## src/rtl/rrq_ram.sv

```systemverilog
module rrq_ram #(
  parameter int WIDTH = 8,
  parameter int DEPTH = 16
) (
  input  logic                     clk,
  input  logic                     we,
  input  logic [$clog2(DEPTH)-1:0] waddr,
  input  logic [WIDTH-1:0]         wdata,
  input  logic                     re,
  input  logic [$clog2(DEPTH)-1:0] raddr,
  output logic [WIDTH-1:0]         rdata
);

  logic [WIDTH-1:0] mem [DEPTH];

  always_ff @(posedge clk) begin
    if (we) begin
      mem[waddr] <= wdata;
    end
    if (re) begin
      rdata <= mem[raddr];
    end
  end

endmodule

```

## config.mk

```make
export PLATFORM = sky130hd
export DESIGN_NAME = rrq_ram
export DESIGN_NICKNAME = d
export VERILOG_FILES = /design/src/rtl/rrq_ram.sv
export SDC_FILE = /design/constraint.sdc
export NUM_CORES = 1
export LEC_CHECK = 0
export ABC_AREA = 0
export BUFFER_PORTS_ARGS = -buffer_cell sky130_fd_sc_hd__buf_2
export CAP_MARGIN = 20
export CORE_MARGIN = 1
export CORE_UTILIZATION = 50
export CTS_BUF_LIST = sky130_fd_sc_hd__clkbuf_16
export DETAILED_ROUTE_END_ITERATION = 16
export GPL_ROUTABILITY_DRIVEN = 0
export GPL_TIMING_DRIVEN = 0
export PLACE_DENSITY = 0.63
export SYNTH_ARGS = -nofsm -noshare
export SYNTH_HDL_FRONTEND = slang
export SYNTH_SLANG_ARGS = --single-unit
```

## constraint.sdc

```tcl
create_clock -name clk -period 2.4 [get_ports clk]
set_input_delay 0.36 -clock clk [delete_from_list [all_inputs] [get_ports clk]]
set_output_delay 0.36 -clock clk [all_outputs]
set_load 0.01 [all_outputs]
```

# Word-level counts from Yosys, hierarchy flattened
# Memory sizes are Yosys's and may differ from the RTL's. A register that Yosys moved wholly into a read port is not among the register bits.
# Cells that the tools add are included.
totals:
  ram_bits: 128
  reg_bits: 0
  output_inout_bits: 8
  inputBits: 19
  word_cells: 3
  memories: 1
mem_list:
  columns: ["memory", "words", "word_bits", "rd", "rd_clocked_by_memory_dff", "wr", "line_no", "text"]
  rows:
  - ["mem", 16, 8, 1, 1, 1, "14", "logic [WIDTH-1:0] mem [DEPTH];"]
op_classes:
  n_mux: 2
op_table:
  columns: ["cell", "n"]
  rows:
  - ["1-bit two-way mux", 2]

# Logic depth before layout (Yosys ltp)
logic_depth:
  word_depth: 2
  depth_mapped: 5
  mapped_depth_nobuf: 3

# Worst setup path after synthesis
# No wires, ideal clock.
synth_timing:
  path_kind: "input-to-reg"
  from: "in waddr[2]"
  to: "mem mem[0][0] (enable)"
  arrival_time_ns: 1.470
  setup_slack_ns: 0.547
  required_time_ns: 2.017
  path_stages: 2
  setup_time_ns: 0.383
  n_path_buf: 0
  cell_sequence: "or3b_2 > nor3_1"
synth_rtl:
  columns: ["element", "line_no", "text"]
  rows:
  - ["start, declared", "7", "input logic [$clog2(DEPTH)-1:0] waddr,"]
  - ["end, declared", "14", null]
# Straight into the memory's write port.

# Final worst setup path
layout_timing:
  from: "in waddr[2]"
  to: "mem mem[3][0] (enable)"
# Straight into the memory's write port.

==> summary.md <==
| Metric | Value |
|---|---|
| Status | complete, no violations |
| Final worst-path cycle share | 0.664 |
| Initial antenna violation count | 0 |
| Sequential share of power | 0.448 |
| Fin Setup TNS | 0 ns |
| NetSw | 1080 uW |
| Least-Margin Pin Slew | 0.794 ns |
| Fin crit period | 1.59 ns |
| Leading cell types in the layout, fill and taps excluded | edfxtp_1, buf_2, mux4_2, clkbuf_16, a22oi_1 |
| Die Y-Extent | 104 um |
| Int Pwr | 4930 uW |
| HP Start | re |
| Clk pin slew, worst setup/hold paths | 0.05 ns |
| DR DRC count | 0 |
| CTS buffer count | 17 |
| Number of global-route vias before repair | 2,465 |
| Relative slew slack | 0.469 |
| Proportion of layout cells with a drive suffix above 1 | 0.300 |
| Count of cell types in the netlist | 18 |
| Hpwl dp | 6070 um |
| #FFs+latches synth | 136 |
| Synth Net Count | 248 |
| Setup slack, reg-to-reg | 0.87 ns |
| Critical Path Start Type | input port |
| Cells along the critical path | buf_2, or3b_2, nor2_1 |
| Via count | 2,393 |
| Synth Flop Type | edfxtp_1 |
| Worst Path Buf+Inv | 1 |
| P per Cell Area | 961 nW/um2 |
| WS Path Type | in2reg |
| Vias per cell | 5.66 |
| Postcts setup bufs | 0 |
| Pins Over Slew Limit | 0 |
| Die X | 104 um |
| Layout area overhead | 19.5% |
| Comb pwr share | 0.042 |
| Fin. Hold Viols | 0 |
| FF-to-FF path depth | 3 |
| Clock net sink count | 136 |
| Commonest non-fill, non-tap cell in the layout | edfxtp_1 |
| Asr flop ratio synth | 0 |
| Max Cap Viol | 0 |
| Critical Path RT | 2.43 ns |
| Area of the multi-input gates | 1060 um2 |
| Core Region | 9950 um2 |
| Largest net degree at the start of global routing | 17 |
| Drt total wl | 9710 um |
| Initial Utilization | 0.525 |
| Average wire per cell in the routed design | 22.9 um |
| Longest Clk Path Bufs | 2 |
| Synth Warn # | 0 |
| PortBufs | 25 |
| Post-synth EDFFs | 136 |
| Clock Power Share | 0.510 |
| FILL cells | 717 |
| Min-Delay Path Class | in2reg |
| Rows | 36 |
| Reg area | 4080 um2 |
| WHS Endpoint | rdata[7]$_DFFE_PP_ |
| CP top delay family | simple AND/OR/NAND/NOR gates |
| Root buf cell | clkbuf_16 |
| Slowest CP cell | nor2_1 |
| Hold path cells | 1 |
| First-pass GRT wire length | 14,700 um |
| Worst setup EP type | flip-flop |
| Die area | 10,900 um2 |
| CTS tree | built |
| Initial DRC Count | 213 |
| Sw frac | 0.180 |
| R2R Path End | rdata[2]$_DFFE_PP_ |
| WP data arrival | 1.62 ns |
| Final Skew | 0.00602 ns |
| Final core utilization | 0.628 |
| Maximum operating frequency | 627 MHz |
| Post-synthesis sequential area ratio | 0.781 |
| Synthesized cell area | 5230 um2 |
| Gr ovfl total | 0 |
| Mapped Avg Cell Area | 22.8 um2 |
| CTS resizes | 0 |
| Leak Pwr | 0.00212 uW |
| Delay of the slowest cell on the worst path | 0.62 ns |
| Hold_buf cts | 0 |
| Mapped Cells | 229 |
| I/O pins | 27 |
| Setup-failing EPs final | 0 |
| H-tree depth | 4 |
| Total Routing Usage GR | 0.199 |
| Detailed Routing Iterations Pass 1 | 4 |
| Diodes inserted | 0 |
| Layout Nets | 296 |
| Peak supply drop | 0.447 mV |
| Routed Antenna Nets | 0 |
| Crit path max fanout | 8 |
| Worst-Skew Late Latency | 0.41 ns |
| R2R Path Start | mem[5][2]$_DFFE_PP_ |
| RSZ-0062 raised after global routing | false |
## synthesized netlist by cell type, types with 2 or more instances
cell type	number	share of area
nor2_1	13	0.0093
nor3_1	4	0.0038
edfxtp_1	136	0.78
clkdlybuf4s25_2	3	0.0057
mux4_1	14	0.070
mux4_2	18	0.078
buf_6	3	0.0065
nand2b_1	2	0.0024
a22oi_1	16	0.023
nand3b_1	2	0.0029
buf_2	3	0.0029
nand2_1	9	0.0065
## cell families after synthesis
logic type             Yosys count  synth area share
AO/OA/AOI/OAI                   16            0.0230
buffers and inverters           10            0.0165
flip-flops                     136             0.781
multiplexers                    32             0.148
AND/OR/NAND/NOR                 35            0.0314
## worst register-to-register path: cells and delay by family (launching register included)
| kind | cells | cell delay, ns |
|---|---|---|
| AO/OA/AOI/OAI | 1 | 0.26 |
| flip-flops | 1 | 0.36 |
| multiplexers | 1 | 0.57 |
| AND/OR/NAND/NOR | 1 | 0.08 |
## flip-flops by register name, summed over array words and instances (netlist names)
register and cells:
rdata 8, mem 128
## area by class of cell
type,count,area share
clock inverters,15,0.0451
repair buffers,29,0.0236
multi-input cells,83,0.169
well taps,133,0.0266
clock buffers,17,0.0681
plain buffers,10,0.0138
flip-flops and latches,136,0.654
## power groups by stage
stage	sequential, uW	combinational, uW	clock [uW]
3_5_place_dp	2740	256	0
4_1_cts	2690	258	3090
3_3_place_gp	2730	250	0
6_report	2690	253	3060
2_1_floorplan	2740	135	0
5_1_grt	2690	276	3190
## per-layer routing
layer	share of wire	global-route usage	wire [um]
met4	0.0076	0.0776	74
met1	0.43	0.274	4180
met2	0.50	0.304	4870
met5	0	0	0
met3	0.060	0.0583	582
## stage by stage
| stage | total power (uW) | std cells | setup slack, ns | instance area, um2 | hold WS, ns |
|---|---|---|---|---|---|
| 2_1_floorplan | 2880 | 229 | 0.547 | 5230 | 0.459 |
| 3_3_place_gp | 2980 | 387 | 0.0394 | 5520 | 0.725 |
| 3_5_place_dp | 2990 | 391 | 0.358 | 5540 | 0.724 |
| 4_1_cts | 6040 | 423 | 0.807 | 6250 | 0.295 |
| 5_1_grt | 6160 | 423 | 0.722 | 6250 | 0.300 |
| 6_report | 6010 | 423 | 0.805 | 6250 | 0.311 |
## worst max path at each step
stage / to / cells past startpoint / slack [ns] / from
6_report: mem[3][0]$_DFFE_PP_ / 3 / 0.81 / waddr[2]
4_1_cts: mem[3][0]$_DFFE_PP_ / 3 / 0.81 / waddr[2]
3_5_place_dp: mem[3][0]$_DFFE_PP_ / 3 / 0.36 / waddr[2]
3_3_place_gp: mem[0][0]$_DFFE_PP_ / 3 / 0.04 / waddr[2]
5_1_grt: mem[0][0]$_DFFE_PP_ / 4 / 0.72 / waddr[2]
2_1_floorplan: mem[0][0]$_DFFE_PP_ / 2 / 0.55 / waddr[2]
Note: power is estimated with default switching activity, not from simulation.
